===== src/sha_pkg.sv =====
// Shared types, constants and round functions for the SHA-256 message hasher.
// Used by every module of the block; depends on nothing.
`default_nettype none

package sha_pkg;

   // Default depth of the block queue between packer and round engine.
   localparam int QueueDepth = 2;

   // Front state codes.
   localparam logic [1:0] FR_IDLE  = 2'd0;
   localparam logic [1:0] FR_PAD80 = 2'd1;
   localparam logic [1:0] FR_PADZ  = 2'd2;
   localparam logic [1:0] FR_LEN   = 2'd3;

   // Back state codes.
   localparam logic [1:0] BK_IDLE = 2'd0;
   localparam logic [1:0] BK_RUN  = 2'd1;
   localparam logic [1:0] BK_ADD  = 2'd2;

   localparam logic [7:0]  PAD_BYTE  = 8'h80;
   localparam logic [5:0]  LEN_START = 6'd55;
   localparam logic [5:0]  BLK_LAST  = 6'h3F;

   // Initial hash words, word 0 is A.
   localparam logic [7:0][31:0] INIT_WORDS = {
      32'h5BE0CD19, 32'h1F83D9AB, 32'h9B05688C, 32'h510E527F,
      32'hA54FF53A, 32'h3C6EF372, 32'hBB67AE85, 32'h6A09E667};

   // Input word: one message byte with its flags.
   typedef struct packed {
      logic [7:0] data_byte;
      logic       byte_valid;
      logic       end_of_message;
   } req_type;

   // Result word: one digest word.
   typedef struct packed {
      logic [31:0] digest_word;
      logic [2:0]  word_index;
      logic        last_word;
   } rsp_type;

   // One 64-byte block, word 0 first in message order.
   typedef struct packed {
      logic             final_blk;
      logic [15:0][31:0] words;
   } blk_type;

   function automatic logic [31:0] rotr(input logic [31:0] x, input int n);
      rotr = (x >> n) | (x << (32 - n));
   endfunction

   function automatic logic [31:0] sig0(input logic [31:0] x);
      sig0 = rotr(x, 7) ^ rotr(x, 18) ^ (x >> 3);
   endfunction

   function automatic logic [31:0] sig1(input logic [31:0] x);
      sig1 = rotr(x, 17) ^ rotr(x, 19) ^ (x >> 10);
   endfunction

   function automatic logic [31:0] big_sig0(input logic [31:0] x);
      big_sig0 = rotr(x, 2) ^ rotr(x, 13) ^ rotr(x, 22);
   endfunction

   function automatic logic [31:0] big_sig1(input logic [31:0] x);
      big_sig1 = rotr(x, 6) ^ rotr(x, 11) ^ rotr(x, 25);
   endfunction

   // Round constants.
   function automatic logic [31:0] round_k(input logic [5:0] t);
      logic [31:0] k;
      case (t)
         6'd0:  k = 32'h428a2f98; 6'd1:  k = 32'h71374491;
         6'd2:  k = 32'hb5c0fbcf; 6'd3:  k = 32'he9b5dba5;
         6'd4:  k = 32'h3956c25b; 6'd5:  k = 32'h59f111f1;
         6'd6:  k = 32'h923f82a4; 6'd7:  k = 32'hab1c5ed5;
         6'd8:  k = 32'hd807aa98; 6'd9:  k = 32'h12835b01;
         6'd10: k = 32'h243185be; 6'd11: k = 32'h550c7dc3;
         6'd12: k = 32'h72be5d74; 6'd13: k = 32'h80deb1fe;
         6'd14: k = 32'h9bdc06a7; 6'd15: k = 32'hc19bf174;
         6'd16: k = 32'he49b69c1; 6'd17: k = 32'hefbe4786;
         6'd18: k = 32'h0fc19dc6; 6'd19: k = 32'h240ca1cc;
         6'd20: k = 32'h2de92c6f; 6'd21: k = 32'h4a7484aa;
         6'd22: k = 32'h5cb0a9dc; 6'd23: k = 32'h76f988da;
         6'd24: k = 32'h983e5152; 6'd25: k = 32'ha831c66d;
         6'd26: k = 32'hb00327c8; 6'd27: k = 32'hbf597fc7;
         6'd28: k = 32'hc6e00bf3; 6'd29: k = 32'hd5a79147;
         6'd30: k = 32'h06ca6351; 6'd31: k = 32'h14292967;
         6'd32: k = 32'h27b70a85; 6'd33: k = 32'h2e1b2138;
         6'd34: k = 32'h4d2c6dfc; 6'd35: k = 32'h53380d13;
         6'd36: k = 32'h650a7354; 6'd37: k = 32'h766a0abb;
         6'd38: k = 32'h81c2c92e; 6'd39: k = 32'h92722c85;
         6'd40: k = 32'ha2bfe8a1; 6'd41: k = 32'ha81a664b;
         6'd42: k = 32'hc24b8b70; 6'd43: k = 32'hc76c51a3;
         6'd44: k = 32'hd192e819; 6'd45: k = 32'hd6990624;
         6'd46: k = 32'hf40e3585; 6'd47: k = 32'h106aa070;
         6'd48: k = 32'h19a4c116; 6'd49: k = 32'h1e376c08;
         6'd50: k = 32'h2748774c; 6'd51: k = 32'h34b0bcb5;
         6'd52: k = 32'h391c0cb3; 6'd53: k = 32'h4ed8aa4a;
         6'd54: k = 32'h5b9cca4f; 6'd55: k = 32'h682e6ff3;
         6'd56: k = 32'h748f82ee; 6'd57: k = 32'h78a5636f;
         6'd58: k = 32'h84c87814; 6'd59: k = 32'h8cc70208;
         6'd60: k = 32'h90befffa; 6'd61: k = 32'ha4506ceb;
         6'd62: k = 32'hbef9a3f7; 6'd63: k = 32'hc67178f2;
         default: k = 32'h0;
      endcase
      round_k = k;
   endfunction

endpackage

`default_nettype wire


===== src/sha_front.sv =====
// Byte packer: assembles message bytes into blocks and appends the padding.
// Depends on sha_pkg; feeds the block queue.
`default_nettype none

module sha_front (
   input  wire logic             clock,
   input  wire logic             reset,
   input  wire logic             req_push,
   output logic                  req_full,
   input  wire sha_pkg::req_type req_data,
   input  wire logic             q_full,
   output logic                  q_push,
   output sha_pkg::blk_type      q_data
);
   import sha_pkg::*;

   logic [1:0]        state_ff, state_in;
   logic [5:0]        fill_ff, fill_in;
   logic [60:0]       count_ff, count_in;
   logic [15:0][31:0] buf_ff;
   logic              can_write, take, wr_en;
   logic [7:0]        wr_byte;
   logic [63:0]       len_bits;

   // A byte that completes a block needs room in the queue.
   assign can_write = !(fill_ff == BLK_LAST && q_full);
   assign req_full  = (state_ff != FR_IDLE) || !can_write;
   assign take      = req_push && !req_full;
   assign len_bits  = {count_ff, 3'b000};

   // Pick the byte written this cycle.
   always_comb begin
      wr_en   = 1'b0;
      wr_byte = 8'h00;
      case (state_ff)
         FR_IDLE: begin
            wr_en   = take && req_data.byte_valid;
            wr_byte = req_data.data_byte;
         end
         FR_PAD80: begin
            wr_en   = can_write;
            wr_byte = PAD_BYTE;
         end
         FR_PADZ: begin
            wr_en   = can_write;
            wr_byte = 8'h00;
         end
         FR_LEN: begin
            wr_en   = can_write;
            wr_byte = len_bits[{~fill_ff[2:0], 3'b000} +: 8];
         end
         default: begin
            wr_en   = 1'b0;
            wr_byte = 8'h00;
         end
      endcase
   end

   // Next state, fill level and byte count.
   always_comb begin
      state_in = state_ff;
      fill_in  = fill_ff;
      count_in = count_ff;
      if (wr_en) begin
         fill_in = fill_ff + 6'd1;
      end
      case (state_ff)
         FR_IDLE: begin
            if (wr_en) begin
               count_in = count_ff + 61'd1;
            end
            if (take && req_data.end_of_message) begin
               state_in = FR_PAD80;
            end
         end
         FR_PAD80, FR_PADZ: begin
            if (wr_en) begin
               state_in = (fill_ff == LEN_START) ? FR_LEN : FR_PADZ;
            end
         end
         FR_LEN: begin
            if (wr_en && fill_ff == BLK_LAST) begin
               state_in = FR_IDLE;
               count_in = '0;
            end
         end
         default: state_in = FR_IDLE;
      endcase
   end

   // Hand the block over as its last byte arrives.
   always_comb begin
      q_push               = wr_en && (fill_ff == BLK_LAST);
      q_data.final_blk     = (state_ff == FR_LEN);
      q_data.words         = buf_ff;
      q_data.words[15][7:0] = wr_byte;
   end

   always_ff @(posedge clock) begin
      if (reset) begin
         state_ff <= FR_IDLE;
         fill_ff  <= '0;
         count_ff <= '0;
      end else begin
         state_ff <= state_in;
         fill_ff  <= fill_in;
         count_ff <= count_in;
      end
   end

   // Block buffer, big-endian byte lanes.
   always_ff @(posedge clock) begin
      if (wr_en) begin
         buf_ff[fill_ff[5:2]][{~fill_ff[1:0], 3'b000} +: 8] <= wr_byte;
      end
   end

endmodule

`default_nettype wire


===== src/sha_fifo.sv =====
// Short block queue between the packer and the round engine.
// Depends on sha_pkg for the block type.
`default_nettype none

module sha_fifo #(
   parameter int Depth = sha_pkg::QueueDepth
) (
   input  wire logic             clock,
   input  wire logic             reset,
   input  wire logic             push,
   input  wire sha_pkg::blk_type push_data,
   output logic                  full,
   input  wire logic             pop,
   output logic                  empty,
   output sha_pkg::blk_type      pop_data
);
   import sha_pkg::*;

   localparam int PtrW = $clog2(Depth);
   localparam int CntW = $clog2(Depth + 1);

   blk_type            mem_ff [Depth];
   logic [PtrW-1:0]    wr_ff, rd_ff;
   logic [CntW-1:0]    cnt_ff;
   logic               do_push, do_pop;

   assign full     = (cnt_ff == CntW'(Depth));
   assign empty    = (cnt_ff == '0);
   assign do_push  = push && !full;
   assign do_pop   = pop && !empty;
   assign pop_data = mem_ff[rd_ff];

   // Pointers wrap at the depth.
   always_ff @(posedge clock) begin
      if (reset) begin
         wr_ff  <= '0;
         rd_ff  <= '0;
         cnt_ff <= '0;
      end else begin
         if (do_push) begin
            wr_ff <= (wr_ff == PtrW'(Depth - 1)) ? '0 : wr_ff + PtrW'(1);
         end
         if (do_pop) begin
            rd_ff <= (rd_ff == PtrW'(Depth - 1)) ? '0 : rd_ff + PtrW'(1);
         end
         if (do_push && !do_pop) begin
            cnt_ff <= cnt_ff + CntW'(1);
         end else if (do_pop && !do_push) begin
            cnt_ff <= cnt_ff - CntW'(1);
         end
      end
   end

   always_ff @(posedge clock) begin
      if (do_push) begin
         mem_ff[wr_ff] <= push_data;
      end
   end

endmodule

`default_nettype wire


===== src/sha_back.sv =====
// Round engine: 64 compression rounds per block and the digest output stage.
// Depends on sha_pkg; takes blocks from the block queue.
`default_nettype none

module sha_back (
   input  wire logic             clock,
   input  wire logic             reset,
   input  wire logic             q_empty,
   input  wire sha_pkg::blk_type q_data,
   output logic                  q_pop,
   output logic                  rsp_empty,
   input  wire logic             rsp_pop,
   output sha_pkg::rsp_type      rsp_data
);
   import sha_pkg::*;

   logic [1:0]        state_ff;
   logic [5:0]        rnd_ff;
   logic              fin_ff;
   logic [7:0][31:0]  h_ff, v_ff, sum;
   logic [15:0][31:0] w_ff;
   logic [7:0][31:0]  dig_ff;
   logic              busy_ff;
   logic [2:0]        oidx_ff;
   logic [31:0]       t1, t2, w_new;

   // Start a block only once any earlier digest has gone out.
   assign q_pop = (state_ff == BK_IDLE) && !q_empty && !busy_ff;

   // One round and one schedule step.
   always_comb begin
      t1 = v_ff[7] + big_sig1(v_ff[4]) + ((v_ff[4] & v_ff[5]) ^ (~v_ff[4] & v_ff[6]))
         + round_k(rnd_ff) + w_ff[0];
      t2 = big_sig0(v_ff[0])
         + ((v_ff[0] & v_ff[1]) ^ (v_ff[0] & v_ff[2]) ^ (v_ff[1] & v_ff[2]));
      w_new = sig1(w_ff[14]) + w_ff[9] + sig0(w_ff[1]) + w_ff[0];
      for (int i = 0; i < 8; i++) begin
         sum[i] = h_ff[i] + v_ff[i];
      end
   end

   // Control, chaining value and output stage.
   always_ff @(posedge clock) begin
      if (reset) begin
         state_ff <= BK_IDLE;
         rnd_ff   <= '0;
         fin_ff   <= 1'b0;
         h_ff     <= INIT_WORDS;
         busy_ff  <= 1'b0;
         oidx_ff  <= '0;
      end else begin
         case (state_ff)
            BK_IDLE: begin
               if (q_pop) begin
                  state_ff <= BK_RUN;
                  rnd_ff   <= '0;
                  fin_ff   <= q_data.final_blk;
               end
            end
            BK_RUN: begin
               rnd_ff <= rnd_ff + 6'd1;
               if (rnd_ff == 6'd63) begin
                  state_ff <= BK_ADD;
               end
            end
            BK_ADD: begin
               state_ff <= BK_IDLE;
               if (fin_ff) begin
                  h_ff    <= INIT_WORDS;
                  busy_ff <= 1'b1;
                  oidx_ff <= '0;
               end else begin
                  h_ff <= sum;
               end
            end
            default: state_ff <= BK_IDLE;
         endcase
         if (busy_ff && rsp_pop) begin
            oidx_ff <= oidx_ff + 3'd1;
            if (oidx_ff == 3'd7) begin
               busy_ff <= 1'b0;
            end
         end
      end
   end

   // Working variables, schedule window and digest copy.
   always_ff @(posedge clock) begin
      if (q_pop) begin
         v_ff <= h_ff;
         w_ff <= q_data.words;
      end else if (state_ff == BK_RUN) begin
         v_ff[7] <= v_ff[6];
         v_ff[6] <= v_ff[5];
         v_ff[5] <= v_ff[4];
         v_ff[4] <= v_ff[3] + t1;
         v_ff[3] <= v_ff[2];
         v_ff[2] <= v_ff[1];
         v_ff[1] <= v_ff[0];
         v_ff[0] <= t1 + t2;
         for (int i = 0; i < 15; i++) begin
            w_ff[i] <= w_ff[i+1];
         end
         w_ff[15] <= w_new;
      end
      if (state_ff == BK_ADD && fin_ff) begin
         dig_ff <= sum;
      end
   end

   assign rsp_empty            = !busy_ff;
   assign rsp_data.digest_word = dig_ff[oidx_ff];
   assign rsp_data.word_index  = oidx_ff;
   assign rsp_data.last_word   = (oidx_ff == 3'd7);

endmodule

`default_nettype wire


===== src/sha256_message_hasher.sv =====
// Top level of the SHA-256 message hasher: packer, block queue, round engine.
// Depends on sha_pkg, sha_front, sha_fifo and sha_back.
//
//   Port group   Direction   Handshake            Word
//   req_*        in          req_push / req_full  one message byte and flags
//   rsp_*        out         rsp_pop / rsp_empty  one 32-bit digest word
//
// The packer takes one byte per cycle while req_full is low; after the end mark it
// writes the 9 to 72 padding and length bytes with req_full high.
// The round engine runs one round per cycle, 64 rounds per 64-byte block.
// Sustained input is about one byte per cycle, set by the round loop, while digest words are taken promptly.
// Eight digest words follow the last block; the next block waits for them.
// Synchronous reset restores the initial hash words and empties the queue.
`default_nettype none

module sha256_message_hasher #(
   parameter int QDepth = sha_pkg::QueueDepth
) (
   input  wire logic             clock,
   input  wire logic             reset,
   input  wire logic             req_push,
   output logic                  req_full,
   input  wire sha_pkg::req_type req_data,
   output logic                  rsp_empty,
   input  wire logic             rsp_pop,
   output sha_pkg::rsp_type      rsp_data
);
   import sha_pkg::*;

   logic    q_push, q_full, q_pop, q_empty;
   blk_type q_in, q_out;

   sha_front u_front (
      .clock    (clock),
      .reset    (reset),
      .req_push (req_push),
      .req_full (req_full),
      .req_data (req_data),
      .q_full   (q_full),
      .q_push   (q_push),
      .q_data   (q_in)
   );

   sha_fifo #(.Depth(QDepth)) u_fifo (
      .clock     (clock),
      .reset     (reset),
      .push      (q_push),
      .push_data (q_in),
      .full      (q_full),
      .pop       (q_pop),
      .empty     (q_empty),
      .pop_data  (q_out)
   );

   sha_back u_back (
      .clock     (clock),
      .reset     (reset),
      .q_empty   (q_empty),
      .q_data    (q_out),
      .q_pop     (q_pop),
      .rsp_empty (rsp_empty),
      .rsp_pop   (rsp_pop),
      .rsp_data  (rsp_data)
   );

endmodule

`default_nettype wire


===== config.mk =====
export PLATFORM = sky130hd
export DESIGN_NAME = sha256_message_hasher
export DESIGN_NICKNAME = d
export VERILOG_FILES = /design/src/sha_pkg.sv /design/src/sha_front.sv /design/src/sha_fifo.sv /design/src/sha_back.sv /design/src/sha256_message_hasher.sv
export SDC_FILE = /design/constraint.sdc
export NUM_CORES = 2
export LEC_CHECK = 0
export ABC_AREA = 1
export ABC_CLOCK_PERIOD_IN_PS = 45800
export BUFFER_PORTS_ARGS = -buffer_cell sky130_fd_sc_hd__buf_4
export CORE_ASPECT_RATIO = 2
export CORE_UTILIZATION = 63
export CTS_CLUSTER_SIZE = 16
export DETAILED_ROUTE_END_ITERATION = 12
export PLACE_DENSITY = 0.79
export SYNTH_ARGS = -nofsm -noshare
export SYNTH_HDL_FRONTEND = slang
export SYNTH_SLANG_ARGS = --single-unit

===== constraint.sdc =====
create_clock -name clock -period 45.8 [get_ports clock]
set_clock_uncertainty 0.2 [all_clocks]
set_input_delay 9.16 -clock clock [delete_from_list [all_inputs] [get_ports clock]]
set_output_delay 9.16 -clock clock [all_outputs]
set_load 0.01 [all_outputs]

==> results.cfg, run 1 <==
[cts]
clock_path_buffers = 4
cts_root_buf = clkbuf_16
hold_buffers = 0
htreeDepth = 4
cts.sinks = 2929
cts_buffers = 246
postCtsSetupRepairBufs = 0
cts_resized = 0

[grt]
first_global_vias = 125000
grt_max_degree = 251
overflow = 131
grtUsageTotal = 0.628
grt_pass1_wl_um = 986000

[synthesis]
synth_seq_cells = 2929
synth_area_per_cell_um2 = 10.2
synth-edff-count = 2554
synth_top_area_frac = 0.542
seq_area_frac_synth = 0.595
async_reset_ff_frac = 0
synthDistinctLibCells = 60
synth_area_mm2 = 0.142
ys.flop_type = edfxtp_1
synthTopCellsByArea = edfxtp_1, nand2_1, dfxtp_1
netlist_instances = 13900
synth_warnings = 0
synth.net_count = 14500
synth_area_leader_cell = edfxtp_1

[floorplanning]
die_h_um = 672
pin_count = 52
die_w_um = 337
rows = 245
initial_utilization = 0.635

[place]
placed_cells = 16500
dpl.hpwl_um = 417000
port_buffers = 51
gp_congestion = 1.21
place_area_mm2 = 0.145

[run_status]
run_status = stopped before the end
error = [ERROR GRT-0116] Global routing finished with congestion. Check the congestion regions in the DRC Viewer.
haltStage = 5_1_grt
-- through the flow --
stage | utilization | hold slack (ns) | setup slack, ns
after floorplan | - | 0.221 | 13.42
after global placement | 0.650 | 0.222 | 31.98
after detailed placement | 0.650 | 0.229 | 31.82
after CTS | 0.686 | 0.138 | 32.59
-- layer usage --
layer | track usage | GRT overflow
met1 | 0.604 | 0
met4 | 0.689 | 58
met2 | 0.876 | 71
met3 | 0.364 | 2
met5 | 0.0936 | 0
-- synthesized netlist by cell type (11+ instances only) --
cell	number
nor3_1	83
a21boi_0	30
a31oi_1	85
a21o_1	50
o21a_1	34
nand3b_1	32
or2_2	12
o21bai_1	70
fa_1	195
buf_4	17
edfxtp_1	2554
clkbuf_1	454
and2_1	74
dfxtp_1	375
xor2_1	337
buf_1	32
o22ai_1	33
o21ai_0	560
inv_1	1029
buf_2	54
o31ai_1	485
nand3_1	547
nand2_1	3159
ha_1	405
a21oi_1	782
maj3_1	20
o211ai_1	35
inv_2	22
mux2i_1	29
nor2_1	1950
nand4_1	94
xnor2_1	187
o21ai_1	21
nor4_1	11
-- logic make-up after synthesis --
group	count (synthesis)	share of synthesized area
AND/OR/NAND/NOR	5991	0.169
flip-flops	2929	0.595
AO/OA/AOI/OAI	2219	0.0928
buffers and inverters	1617	0.0441
adder cells (fa/ha/maj)	620	0.0648
XOR/XNOR	524	0.0324
multiplexers	29	0.00205
==> inputs of run 2 (changes only) <==
--- a/config.mk
+++ b/config.mk
@@ -8,11 +8,9 @@
 export ABC_AREA = 1
 export ABC_CLOCK_PERIOD_IN_PS = 45800
 export BUFFER_PORTS_ARGS = -buffer_cell sky130_fd_sc_hd__buf_4
-export CORE_ASPECT_RATIO = 2
-export CORE_UTILIZATION = 63
-export CTS_CLUSTER_SIZE = 16
+export CORE_UTILIZATION = 40
 export DETAILED_ROUTE_END_ITERATION = 12
-export PLACE_DENSITY = 0.79
+export PLACE_DENSITY_LB_ADDON = 0.15
 export SYNTH_ARGS = -nofsm -noshare
 export SYNTH_HDL_FRONTEND = slang
 export SYNTH_SLANG_ARGS = --single-unit
==> run 2 against run 1 <==
  * The run now ends clean
  * Area after synthesis stayed put
  * Synthesized cell count stayed put
==> results.cfg, run 2 <==
[cts]
clk_latency_ns = 0.93
cts_buffers = 325
clkTransAtPathRegs_ns = 0.06
cts_root_buf = clkbuf_16
cts.sinks = 2929
cts_resized = 0
clock_path_buffers = 4
cts_tree = built
htreeDepth = 5
hold_buffers = 0
postCtsSetupRepairBufs = 0

[flow_run]
max_cap_violations = 0

[critical_path]
timing.rr.start = u_back.v_ff[135]$_DFFE_PP_
critPathLaunch = req_data[1]
setup.worst_path.start_class = input port
worstSetupPathType = in -> reg
crit_path_end = u_fifo.mem_ff[1][314]$_DFFE_PP_
crit_arrival_ns = 14.04
path_max_fanout = 144
path_delay_family = buffers and inverters
max_stage_delay_ns = 0.79
cp_num_buf_inv = 6
r2r_slack_ns = 36.89
crit_slowest_cell = nor2_4
worstReg2RegEnd = u_back.v_ff[31]$_DFFE_PP_
cp_num_cells = 11
path_cells = buf_4 -> nand2_1 -> inv_1 -> nand4_1 -> nand2_2 -> nand2_2 -> nor2_4 -> buf_12 -> buf_12 -> buf_4 -> buf_4
worstPathRequired_ns = 46.15
crit_top_cell = buf_4
crit_path_end_kind = flip-flop
rr_worst_depth = 27

[synthesis]
synth-edff-count = 2554
synthMostInstantiatedCell = nand2_1
synth_compound_area_frac = 0.0928
synthMuxAreaShare = 0.00205
seq_area_frac_synth = 0.595
synthXorXnorAreaFrac = 0.0324
ys.flop_type = edfxtp_1
async_reset_ff_frac = 0
netlist_instances = 13900
synth_top_area_frac = 0.542
yosys.area_share.simple = 0.169
synth_top_family_by_area = simple AND/OR/NAND/NOR gates
synth_seq_cells = 2929
synth_area_per_cell_um2 = 10.2
synth_warnings = 0
synth_commonest_cells = nand2_1, edfxtp_1, nor2_1, inv_1, a21oi_1
synthTopCellsByArea = edfxtp_1, nand2_1, dfxtp_1
synth_area_mm2 = 0.142
synthDistinctLibCells = 60
synth_adder_area_share = 0.0648
synth_area_leader_cell = edfxtp_1
synth.net_count = 14500

[routing]
drc = 0
antenna_left = 0
drt_first_pass_iters = 6
vias_per_cell = 5.39
vias = 102000
wirelength_um = 486000
drt-initial-drc-count = 10500
post_drt_wl_per_cell_um = 25.7

[grt]
grtUsageTotal = 0.267
first_global_vias = 97000
antenna_found_initial = 23
grt_pass1_wl_um = 695000
overflow = 0
grt_max_degree = 197

[cells_and_area]
layout_common_cells = nand2_1, edfxtp_1, nor2_1, inv_1, a21oi_1
largest_reg_flops = 1026
multi_input_area_mm2 = 0.0514
top_register = u_fifo.mem_ff
fin_area_mm2 = 0.157
areaGrowthSynthToFinish_pct = 11.1
fillers = 33600
layout_commonest_cell = nand2_1
nets = 14500
layout-drive-gt1-share = 0.0526
register_area_mm2 = 0.0842

[sta]
hold_violations = 0
final-setup-viol-count = 0
slew_headroom = 0.146
rsz0062_at_grt = no
post-route-period-util = 0.299
fmax_mhz = 73.0
holdWs_ns = 0.226
slew_viol_final = 0
final.setup.tns_ns = 0
min_period_ns = 13.69
worst_pin_slew_ns = 1.27

[place]
gp_congestion = 0.973
dpl.hpwl_um = 347000
place_area_mm2 = 0.147
port_buffers = 51

[min_path]
min_path_type = reg -> reg
min_path_cells = 0

[floorplanning]
pin_count = 52
core_area_mm2 = 0.352
die_w_um = 597
die_h_um = 597
rows = 218
die_area_mm2 = 0.356
initial_utilization = 0.402

[run_status]
run_status = completed
## run 2: layout make-up
| cell class | instances | area share |
|---|---|---|
| Tap cell | 4730 | 0.0376 |
| Multi-Input combinational cell | 9383 | 0.327 |
| Antenna cell | 7 | 0.000111 |
| Timing Repair Buffer | 175 | 0.00950 |
| Clock buffer | 412 | 0.0550 |
| Sequential cell | 2929 | 0.535 |
| Clock inverter | 175 | 0.0103 |
| Inverter | 1055 | 0.0253 |
## run 2: worst reg2reg max path: stages (launching register included)
cell and delay (ns):
edfxtp_1 0.94, mux2i_1 1.01, fa_1 0.56, inv_1 0.07, fa_1 0.45, fa_1 0.45
ha_1 0.36, a21oi_1 0.23, o21ai_0 0.17, nand2_1 0.09, nand3_1 0.06, nand2_1 0.07
nand3_1 0.12, nand2_1 0.10, nand2_1 0.08, nand2_1 0.06, nand2_1 0.05, xor2_1 0.80
fa_1 0.57, ha_1 0.39, a21oi_1 0.24, o21ai_0 0.16, a21oi_1 0.20, o21ai_0 0.11
a21oi_1 0.60, nand3_1 0.16, nand3_1 0.31, nand2_1 0.08
## run 2: kinds of logic (layout without fill, tap and decap cells)
| logic type | count (synthesis) | in the layout |
|---|---|---|
| AOI/OAI and AO/OA | 2219 | 2219 |
| xor gates and xnor gates | 524 | 524 |
| adders and majority gates | 620 | 620 |
| buffers and inverters | 1617 | 1817 |
| DFF | 2929 | 2929 |
| muxes | 29 | 29 |
| other | 0 | 7 |
| and+or+nand+nor | 5991 | 5991 |
## run 2: worst min-delay path by stage
stage | from | to | slack [ns]
after global placement | u_front.q_data[394]$_DFFE_PP_ | u_fifo.mem_ff[1][394]$_DFFE_PP_ | 0.22
final | u_front.q_data[110]$_DFFE_PP_ | u_fifo.mem_ff[0][110]$_DFFE_PP_ | 0.23
after CTS | u_front.q_data[351]$_DFFE_PP_ | u_fifo.mem_ff[1][351]$_DFFE_PP_ | 0.22
after detailed placement | u_front.q_data[119]$_DFFE_PP_ | u_fifo.mem_ff[1][119]$_DFFE_PP_ | 0.23
after floorplan | u_front.q_data[0]$_DFFE_PP_ | u_fifo.mem_ff[0][0]$_DFFE_PP_ | 0.22
after global routing | u_front.q_data[61]$_DFFE_PP_ | u_fifo.mem_ff[1][61]$_DFFE_PP_ | 0.22
## run 2: per-stage QoR
stage	util	instances	setup WS, ns
2_1_floorplan	-	13900	13.42
4_1_cts	0.446	18900	32.01
5_1_grt	0.446	18900	31.77
6_report	0.446	18900	32.11
3_3_place_gp	0.417	18300	30.90
3_5_place_dp	0.417	18300	31.02
## run 2: routing by layer
layer	vias to the layer above	track usage	part of all wire
met2	3264	0.419	0.45
met1	50300	0.380	0.45
met3	611	0.0394	0.066
li1	47600	-	-
met4	0	0.0886	0.037
met5	-	0	0
Power of run 2 is left out: the tool's default activity adds up to more than one toggle a clock period on the data nets, which glitch-free logic cannot reach.
